==> config.mk <==
export PLATFORM = sky130hd
export DESIGN_NAME = distinct_prime_factors
export DESIGN_NICKNAME = d
export VERILOG_FILES = /design/src/design/dpf_pkg.sv /design/src/design/dpf_div.sv /design/src/design/distinct_prime_factors.sv
export SDC_FILE = /design/constraint.sdc
export NUM_CORES = 1
export LEC_CHECK = 0
export ABC_AREA = 1
export BUFFER_PORTS_ARGS = -buffer_cell sky130_fd_sc_hd__buf_2
export CAP_MARGIN = 25
export CORE_ASPECT_RATIO = 1.4
export CORE_MARGIN = 5
export CORE_UTILIZATION = 52
export DETAILED_ROUTE_END_ITERATION = 8
export GPL_TIMING_DRIVEN = 0
export PLACE_DENSITY = 0.68
export RECOVER_POWER = 25
export SETUP_SLACK_MARGIN = 0.15
export SLEW_MARGIN = 0
export SYNTH_ARGS = -nofsm -noshare
export SYNTH_HDL_FRONTEND = slang
export SYNTH_SLANG_ARGS = --single-unit
==> constraint.sdc <==
create_clock -name i_clk -period 11.57 [get_ports i_clk]
set_input_delay 1.157 -clock i_clk [delete_from_list [all_inputs] [get_ports i_clk]]
set_output_delay 1.157 -clock i_clk [all_outputs]
set_load 0.005 [all_outputs]
==> src/design/dpf_pkg.sv <==
// Shared constants for the distinct prime factor block.
package dpf_pkg;

    // Width of the value and factor fields on the ports
    localparam int FIELD_WIDTH  = 32;
    // Trial division starts at the first prime, then steps to the odd numbers
    localparam int FIRST_PRIME  = 2;
    localparam int SECOND_PRIME = 3;

    // Control and result of one divider run
    typedef struct packed {
        logic start;
    } t_div_req;

    typedef struct packed {
        logic done;
        logic zero_rem;
    } t_div_stat;

endpackage

==> src/design/dpf_div.sv <==
// Iterative restoring divider: one quotient bit per cycle, shared by all trial divisions.
module dpf_div #(
    parameter int NW = 32,
    parameter int DW = 18
) (
    input  logic               i_clk,
    input  logic               i_rst_n,
    input  dpf_pkg::t_div_req  i_req,
    input  logic [NW-1:0]      i_dividend,
    input  logic [DW-1:0]      i_divisor,
    output dpf_pkg::t_div_stat o_stat,
    output logic [NW-1:0]      o_quotient
);

    localparam int CW = $clog2(NW + 1);

    logic [DW-1:0] r_rem;
    logic [NW-1:0] r_quo;
    logic [DW-1:0] r_dsr;
    logic [CW-1:0] r_cnt;
    logic          r_busy;
    logic          r_done;

    logic [DW:0]   n_shift;
    logic          n_bit;
    logic [DW-1:0] n_rem;
    logic [NW-1:0] n_quo;

    // One restoring step: shift in the next dividend bit, subtract if it fits
    always_comb begin
        n_shift = {r_rem, r_quo[NW-1]};
        n_bit   = (n_shift >= {1'b0, r_dsr});
        if (n_bit) begin
            n_rem = DW'(n_shift - {1'b0, r_dsr});
        end else begin
            n_rem = n_shift[DW-1:0];
        end
        n_quo = {r_quo[NW-2:0], n_bit};
    end

    // Load on start, step NW times, pulse done
    always_ff @(posedge i_clk) begin
        if (!i_rst_n) begin
            r_busy <= 1'b0;
            r_done <= 1'b0;
        end else begin
            r_done <= 1'b0;
            if (i_req.start) begin
                r_rem  <= '0;
                r_quo  <= i_dividend;
                r_dsr  <= i_divisor;
                r_cnt  <= CW'(NW);
                r_busy <= 1'b1;
            end else if (r_busy) begin
                r_rem <= n_rem;
                r_quo <= n_quo;
                r_cnt <= r_cnt - CW'(1);
                if (r_cnt == CW'(1)) begin
                    r_busy <= 1'b0;
                    r_done <= 1'b1;
                end
            end
        end
    end

    assign o_stat.done     = r_done;
    assign o_stat.zero_rem = (r_rem == '0);
    assign o_quotient      = r_quo;

endmodule

==> src/design/distinct_prime_factors.sv <==
// Distinct prime factors by trial division: 2, then odd divisors, up to the square root.
// Each trial divisor costs one run of the shared divider on VW bits, VW = min(VALUE_WIDTH,
// 32); a repeated factor adds one run per extra power. One value is handled at a time.
// Results leave one per strobe cycle, ascending; the receiver cannot stall them.
// Reset is synchronous, active low, and clears the sequencer and the strobe.
module distinct_prime_factors #(
    parameter int VALUE_WIDTH = 32
) (
    input  logic        i_clk,
    input  logic        i_rst_n,
    input  logic        start,
    output logic        busy,
    input  logic [31:0] i_value,
    output logic        o_strobe,
    output logic [31:0] o_factor,
    output logic        o_empty_res,
    output logic        o_last
);

    localparam int FW = dpf_pkg::FIELD_WIDTH;
    localparam int NW = (VALUE_WIDTH < FW) ? VALUE_WIDTH : FW;
    localparam int DW = NW / 2 + 2;
    localparam int SW = NW + 2;

    typedef enum logic [2:0] {
        S_IDLE,
        S_START,
        S_CHECK,
        S_DIV,
        S_FINAL,
        S_LAST
    } t_state;

    t_state             r_state;
    logic [NW-1:0]      r_n;
    logic [DW-1:0]      r_d;
    logic [SW-1:0]      r_sq;
    logic               r_hit;
    logic [NW-1:0]      r_pend;
    logic               r_have_pend;
    logic               r_div_start;
    logic               r_strobe;
    logic [FW-1:0]      r_factor;
    logic               r_empty;
    logic               r_last;

    dpf_pkg::t_div_req  div_req;
    dpf_pkg::t_div_stat div_stat;
    logic [NW-1:0]      div_quo;

    assign div_req.start = r_div_start;

    dpf_div #(
        .NW (NW),
        .DW (DW)
    ) u_div (
        .i_clk      (i_clk),
        .i_rst_n    (i_rst_n),
        .i_req      (div_req),
        .i_dividend (r_n),
        .i_divisor  (r_d),
        .o_stat     (div_stat),
        .o_quotient (div_quo)
    );

    // Sequencer: trial divisor, its square, pending factor and the result strobe
    always_ff @(posedge i_clk) begin
        if (!i_rst_n) begin
            r_state     <= S_IDLE;
            r_div_start <= 1'b0;
            r_strobe    <= 1'b0;
            r_have_pend <= 1'b0;
            r_hit       <= 1'b0;
        end else begin
            r_div_start <= 1'b0;
            r_strobe    <= 1'b0;
            case (r_state)
                S_IDLE: begin
                    if (start) begin
                        r_n         <= i_value[NW-1:0];
                        r_d         <= DW'(dpf_pkg::FIRST_PRIME);
                        r_sq        <= SW'(dpf_pkg::FIRST_PRIME * dpf_pkg::FIRST_PRIME);
                        r_hit       <= 1'b0;
                        r_have_pend <= 1'b0;
                        r_state     <= S_START;
                    end
                end
                S_START: begin
                    // Values below two have no prime factors
                    if (r_n < NW'(dpf_pkg::FIRST_PRIME)) begin
                        r_strobe <= 1'b1;
                        r_factor <= '0;
                        r_empty  <= 1'b1;
                        r_last   <= 1'b1;
                        r_state  <= S_IDLE;
                    end else begin
                        r_state <= S_CHECK;
                    end
                end
                S_CHECK: begin
                    if (r_sq <= SW'(r_n)) begin
                        r_div_start <= 1'b1;
                        r_state     <= S_DIV;
                    end else begin
                        r_state <= S_FINAL;
                    end
                end
                S_DIV: begin
                    if (div_stat.done) begin
                        if (div_stat.zero_rem) begin
                            // Divides: strip this power and try again
                            r_n         <= div_quo;
                            r_hit       <= 1'b1;
                            r_div_start <= 1'b1;
                        end else begin
                            // Done with this divisor; hold its factor, release the older one
                            if (r_hit) begin
                                if (r_have_pend) begin
                                    r_strobe <= 1'b1;
                                    r_factor <= FW'(r_pend);
                                    r_empty  <= 1'b0;
                                    r_last   <= 1'b0;
                                end
                                r_pend      <= NW'(r_d);
                                r_have_pend <= 1'b1;
                            end
                            r_hit <= 1'b0;
                            if (r_d == DW'(dpf_pkg::FIRST_PRIME)) begin
                                r_d  <= DW'(dpf_pkg::SECOND_PRIME);
                                r_sq <= SW'(dpf_pkg::SECOND_PRIME * dpf_pkg::SECOND_PRIME);
                            end else begin
                                // (d+2)^2 = d^2 + 4d + 4
                                r_d  <= r_d + DW'(2);
                                r_sq <= r_sq + (SW'(r_d) << 2) + SW'(4);
                            end
                            r_state <= S_CHECK;
                        end
                    end
                end
                S_FINAL: begin
                    // A cofactor above one is prime and is the largest factor
                    if (r_n > NW'(1)) begin
                        if (r_have_pend) begin
                            r_strobe <= 1'b1;
                            r_factor <= FW'(r_pend);
                            r_empty  <= 1'b0;
                            r_last   <= 1'b0;
                        end
                        r_pend      <= r_n;
                        r_have_pend <= 1'b1;
                        r_state     <= S_LAST;
                    end else begin
                        r_strobe <= 1'b1;
                        r_factor <= FW'(r_pend);
                        r_empty  <= 1'b0;
                        r_last   <= 1'b1;
                        r_state  <= S_IDLE;
                    end
                end
                S_LAST: begin
                    r_strobe <= 1'b1;
                    r_factor <= FW'(r_pend);
                    r_empty  <= 1'b0;
                    r_last   <= 1'b1;
                    r_state  <= S_IDLE;
                end
                default: begin
                    r_state <= S_IDLE;
                end
            endcase
        end
    end

    assign busy        = (r_state != S_IDLE);
    assign o_strobe    = r_strobe;
    assign o_factor    = r_factor;
    assign o_empty_res = r_empty;
    assign o_last      = r_last;

endmodule
# == Word-level counts from Yosys, hierarchy flattened ==
# Cells that the tools add are included.
# totals
out_inout_bits,36
in_bits,35
register_bits,233
word_cells,135
# classes
eq_ne,14
magnitude_cmp,4
bitwise_logic,2
mux,74
reduce_logical,18
n_addsub,5
# op_table
cell,count
$mux 32,15
$mux 34,4
$pmux 32 s2,2
$pmux 32 s4,1
$mux 18,6
$pmux 34 s2,1
$pmux 18 s2,1
$add 34x20->34,1
$add 34x3->34 const B,1
$le 34x32->1,1
$gt 32x1->1 const B,1
$lt 32x2->1 const B,1
$mux 1,30
$ge 19x18->1,1
$add 18x2->18 const B,1
$eq 18x2->1 const B,1
$logic_not 18->1,1
$reduce_and 6->1,3
$sub 18x18->18,1
$mux 3,5
$pmux 3 s5,1
$ne 2x2->1 const B,6
$pmux 1 s4,3
$reduce_and 5->1,2
18 further kinds,27

# == Longest topological paths before layout ==
# depth
word_depth,6
mapped_depth,17
depth_no_buf,17

# == Cells and area by module ==
# A second synthesis with hierarchy kept.
# unflattened
hier_cells,1600
hier_area_um2,13879.6
# by_module_without_submodules
module,area_each_um2,instances,seq_area_each_um2,cells_per_inst
distinct_prime_factors,9512.9,1,4614.4,1091
dpf_div,4366.7,1,2262.2,509

# == Worst setup path before layout ==
# OpenSTA, ideal clock, no wires.
# synth_path
path_type,input -> register
from,in start
to,reg r_n[0] (enable)
arrival_ns,3.927
required_ns,11.100
path_buffers,0
path_stages,4
path_slack_ns,7.173
path_cell_list,nor2_1 > nor3_1 > inv_1 > a211oi_1
# synth_via
elab_chain_len,2
# synth_rtl
element,line_no,source
from (decl),distinct_prime_factors.sv:11,"input logic start,"
$ne 2x2->1 (no source line),n/a,
$reduce_and 5->1 (no source line),n/a,
to (signal assigned),distinct_prime_factors.sv:80,r_n <= i_value[NW-1:0];
to (signal assigned),distinct_prime_factors.sv:112,r_n <= div_quo;
to (decl),distinct_prime_factors.sv:35,logic [NW-1:0] r_n;
# No other way between the ends.
# A chain may end at the register's enable or synchronous reset.

# == Worst setup path after layout ==
# layout_path
from,reg r_state[0]
to,reg r_sq[26] (enable)
# layout_via
elab_chain_len,3
word_cells_on_any_way,7
classes_between,4 x eq/ne; 3 x reduce/logical
# layout_rtl
element,line_no,source
from (decl),distinct_prime_factors.sv:34,t_state r_state;
from (signal assigned),distinct_prime_factors.sv:69,r_state <= S_IDLE;
from (signal assigned),distinct_prime_factors.sv:85,r_state <= S_START;
from (signal assigned),distinct_prime_factors.sv:95,r_state <= S_IDLE;
$eq 3x2->1 / $logic_not 3->1 (equally long branches),distinct_prime_factors.sv:77,case (r_state)
"$ne 2x1->1 (no source line), or another cell as far along",n/a,
$reduce_and 5->1 (no source line) (*),n/a,
to (signal assigned),distinct_prime_factors.sv:82,r_sq <= SW'(dpf_pkg::FIRST_PRIME * dpf_pkg::FIRST_PRIME);
to (signal assigned),distinct_prime_factors.sv:130,r_sq <= SW'(dpf_pkg::SECOND_PRIME * dpf_pkg::SECOND_PRIME);
to (signal assigned),distinct_prime_factors.sv:134,r_sq <= r_sq + (SW'(r_d) << 2) + SW'(4);
to (decl),distinct_prime_factors.sv:37,logic [SW-1:0] r_sq;
# Every way passes the cells marked *; elsewhere a longest branch is shown, timed or not.

==> impl_metrics.yaml <==
status:
  status: "completed"
power:
  leakagePower_nw: 6.42
  clock_power_share_pct: 26.4
  finalPower_mw: 3.15
  p_sw_share_pct: 37.3
  switching_power_mw: 1.17
  powerDensity_mw_per_mm2: 206
  seq_power_share_pct: 39.7
  power_frac_comb_pct: 33.9
  cell_internal_pwr_mw: 1.97
  peakVddDrop_uv: 135
placement:
  dp.cells: 1891
  dpl_cell_area_mm2: 0.0144
  pre_cts_slack_ps: 8450
  io_buffers: 70
  globalplace.congestion: 0.966
  dp_hpwl_um: 28100
routing:
  wl_per_cell_um: 18.9
  drtPass1Iterations: 6
  ant_nets: 0
  vias_per_cell: 5.68
  drtIter0Drc: 694
  vias: 10987
  drc: 0
  wirelength_um: 36600
finish:
  postLayoutCellArea_mm2: 0.0153
  drive_gt1_share_pct: 11.9
  syn_to_final_growth_pct: 12.6
  nets: 1718
  fin_cells: 1935
  n_antenna_cell: 0
  register_area_mm2: 0.00688
  n_fill_cell: 2272
  multiInputGateArea_mm2: 0.00568
  utilization_pct: 58.9
global_route:
  grt_start_max_net_pins: 58
  antenna_found_initial: 0
  grt_pass1_vias: 10962
  grt_usage_pct: 24.8
  grt_pass1_wl_um: 58400
  grt_overflow: 0
cts:
  clk_latency_ps: 520
  htree_levels: 1
  cts-buffers-inserted: 24
  hold_buffers: 0
  root_buffer: "clkbuf_16"
  clock-sinks: 232
  cts_tree: "done"
  post_cts_buffers: 0
  clk_path_buf_depth: 3
  clkTransAtPathRegs_ps: 60
  cts_resized: 0
timing:
  fin_tns_setup_ps: 0
  max_slew.worst_pin.slew_ps: 882
  fin_crit_ps: 3160
  setup_slack_ps: 8410
  rsz0062_at_grt: "false"
  holdWs_ps: 448
  fmaxAchievable_mhz: 317
  finalSetupViolations: 0
  fin_crit_sh_pct: 27.3
  max-slew-margin-rel_pct: 40.6
  drv_slew: 0
  skew_ps: 14.2
  hold_viol_final: 0
logic_synthesis:
  synth_top_cell_by_area: "edfxtp_1"
  synth_top_area_share_pct: 49.4
  synth_most_common_cell: "nand2_1"
  netlist_top_cells_area: "edfxtp_1 (49%), ha_1 (8.1%), nand2_1 (8.1%), inv_1 (6.0%), o21ai_0 (5.5%)"
  async_flop_share_pct: 0
  syn_area_per_cell_um2: 9.08
  yosys_warnings: 0
  syn-cell-area_mm2: 0.0136
  synth-edff-count: 223
  synth-seq-cells: 232
  synth_nets: 1618
  syn-instance-count: 1493
  ys.flop_type: "edfxtp_1"
  ys_seq_area_share_pct: 50.7
  yosys-top-cells-count: "nand2_1 (291), edfxtp_1 (223), inv_1 (215)"
  synth.distinct_cells: 51
hold_path:
  hp-start: "r_d[0]"
  hold-path-endpoint: "u_div.r_dsr[0]"
  holdPathStages: 0
  hold_class: "reg -> reg"
critical_path:
  arrival_ps: 3370
  cp_top_family: "simple AND/OR/NAND/NOR gates"
  cp_slowest_cell: "nor2_4"
  path_class: "reg -> reg"
  startpoint_type: "register"
  worstPathCellList: "inv_1, nor2_1, nand2_1, clkbuf_1, nand2_1, inv_1, nor3_1, inv_1, nor2_4, buf_12"
  rr_startpoint: "r_state[0]"
  r2r_cells: 10
  cp_common_cell: "inv_1"
  end_kind: "register"
  cp_slowest_stage_delay_ps: 690
  rrSetupSlack_ps: 8410
  crit_buf_inv: 5
  critPathRequiredTime_ps: 11790
  path_depth: 10
  crit_start: "r_state[0]"
  cp_max_fo: 26
  reg2reg_to: "r_sq[26]"
floorplanning:
  die_h_um: 201
  die_area_mm2: 0.0294
  core_mm2: 0.0259
  row_count: 70
  initial_core_util_pct: 52.3
  die_w_um: 146
  io_pins: 71
job:
  max_cap_viol_count: 0
## per-layer routing
layer | share of wire (%) | global-route usage [%] | wire length (um) | vias to the layer above
met4 | 6.0 | 12.4 | 2180 | 0
met2 | 50 | 43.6 | 18400 | 366
met5 | 0 | 0 | 0 | -
met1 | 39 | 30.2 | 14300 | 5172
met3 | 4.8 | 2.53 | 1770 | 106
li1 | - | - | - | 5343
## sequential cells by signal, indices dropped and copies added (netlist names)
| name | count |
|---|---|
| r_sq | 33 |
| o_factor | 32 |
| r_n | 32 |
| r_pend | 32 |
| u_div.o_quotient | 32 |
| r_d | 18 |
| u_div.r_dsr | 18 |
| u_div.r_rem | 18 |
| u_div.r_cnt | 6 |
| r_state | 3 |
| div_req | 1 |
| o_empty_res | 1 |
| o_last | 1 |
| o_strobe | 1 |
| r_have_pend | 1 |
| r_hit | 1 |
| u_div.r_busy | 1 |
| u_div.r_done | 1 |
## power by group through the flow
| stage | clock (mW) | combinational (mW) | sequential [mW] |
|---|---|---|---|
| after floorplan | 0 | 0.731 | 1.22 |
| after detailed placement | 0 | 1.06 | 1.26 |
| after global placement | 0 | 0.995 | 1.28 |
| final | 0.831 | 1.07 | 1.25 |
| after CTS | 0.838 | 1.07 | 1.25 |
| after global routing | 0.875 | 1.21 | 1.26 |
## cell families (layout without fill, tap and decap cells)
| group | Yosys count | in the layout | share of synthesized area (%) |
|---|---|---|---|
| flip-flops | 232 | 232 | 50.7 |
| XOR/XNOR | 20 | 20 | 1.29 |
| multiplexers | 1 | 1 | 0.0738 |
| adder cells (fa/ha/maj) | 90 | 90 | 8.42 |
| buffers and inverters | 262 | 380 | 7.57 |
| AND/OR/NAND/NOR | 560 | 560 | 18.6 |
| AO/OA/AOI/OAI | 328 | 328 | 13.4 |
## final cells by class
| type | instances | area share [%] |
|---|---|---|
| timing repair buffer | 74 | 2.86 |
| inverter | 220 | 5.41 |
| clock inverter | 17 | 1.33 |
| multi-input combinational | 999 | 37.2 |
| buffer | 42 | 1.30 |
| tap | 324 | 2.66 |
| clock buffer | 27 | 4.21 |
| sequential | 232 | 45.0 |
## cells in the final DEF (no fill, tap or decap), types with 3 or more instances in the layout
| master | n |
|---|---|
| a21o_1 | 6 |
| a21oi_1 | 96 |
| a21oi_2 | 5 |
| a31oi_1 | 5 |
| buf_2 | 75 |
| bufinv_16 | 4 |
| clkbuf_1 | 33 |
| clkbuf_16 | 25 |
| clkinv_2 | 7 |
| clkinvlp_4 | 4 |
| dfxtp_1 | 9 |
| edfxtp_1 | 223 |
| ha_1 | 88 |
| inv_1 | 216 |
| inv_2 | 4 |
| nand2_1 | 290 |
| nand3_1 | 44 |
| nand3_2 | 5 |
| nand3b_1 | 3 |
| nand4_1 | 34 |
| nor2_1 | 118 |
| nor2_2 | 3 |
| nor2_4 | 4 |
| nor3_1 | 16 |
| nor3_2 | 6 |
| nor3b_1 | 4 |
| nor4_1 | 6 |
| o21a_1 | 4 |
| o21ai_0 | 149 |
| o21ai_1 | 8 |
| o21ai_2 | 10 |
| o22ai_1 | 33 |
| or2_2 | 18 |
| xnor2_1 | 6 |
| xor2_1 | 14 |
## worst max-delay path by stage
stage,end
2_1_floorplan,r_n[0]
3_3_place_gp,r_n[20]
3_5_place_dp,r_sq[29]
4_1_cts,r_sq[29]
5_1_grt,r_pend[9]
6_report,r_sq[26]
Note: power is estimated with default switching activity, not from simulation.
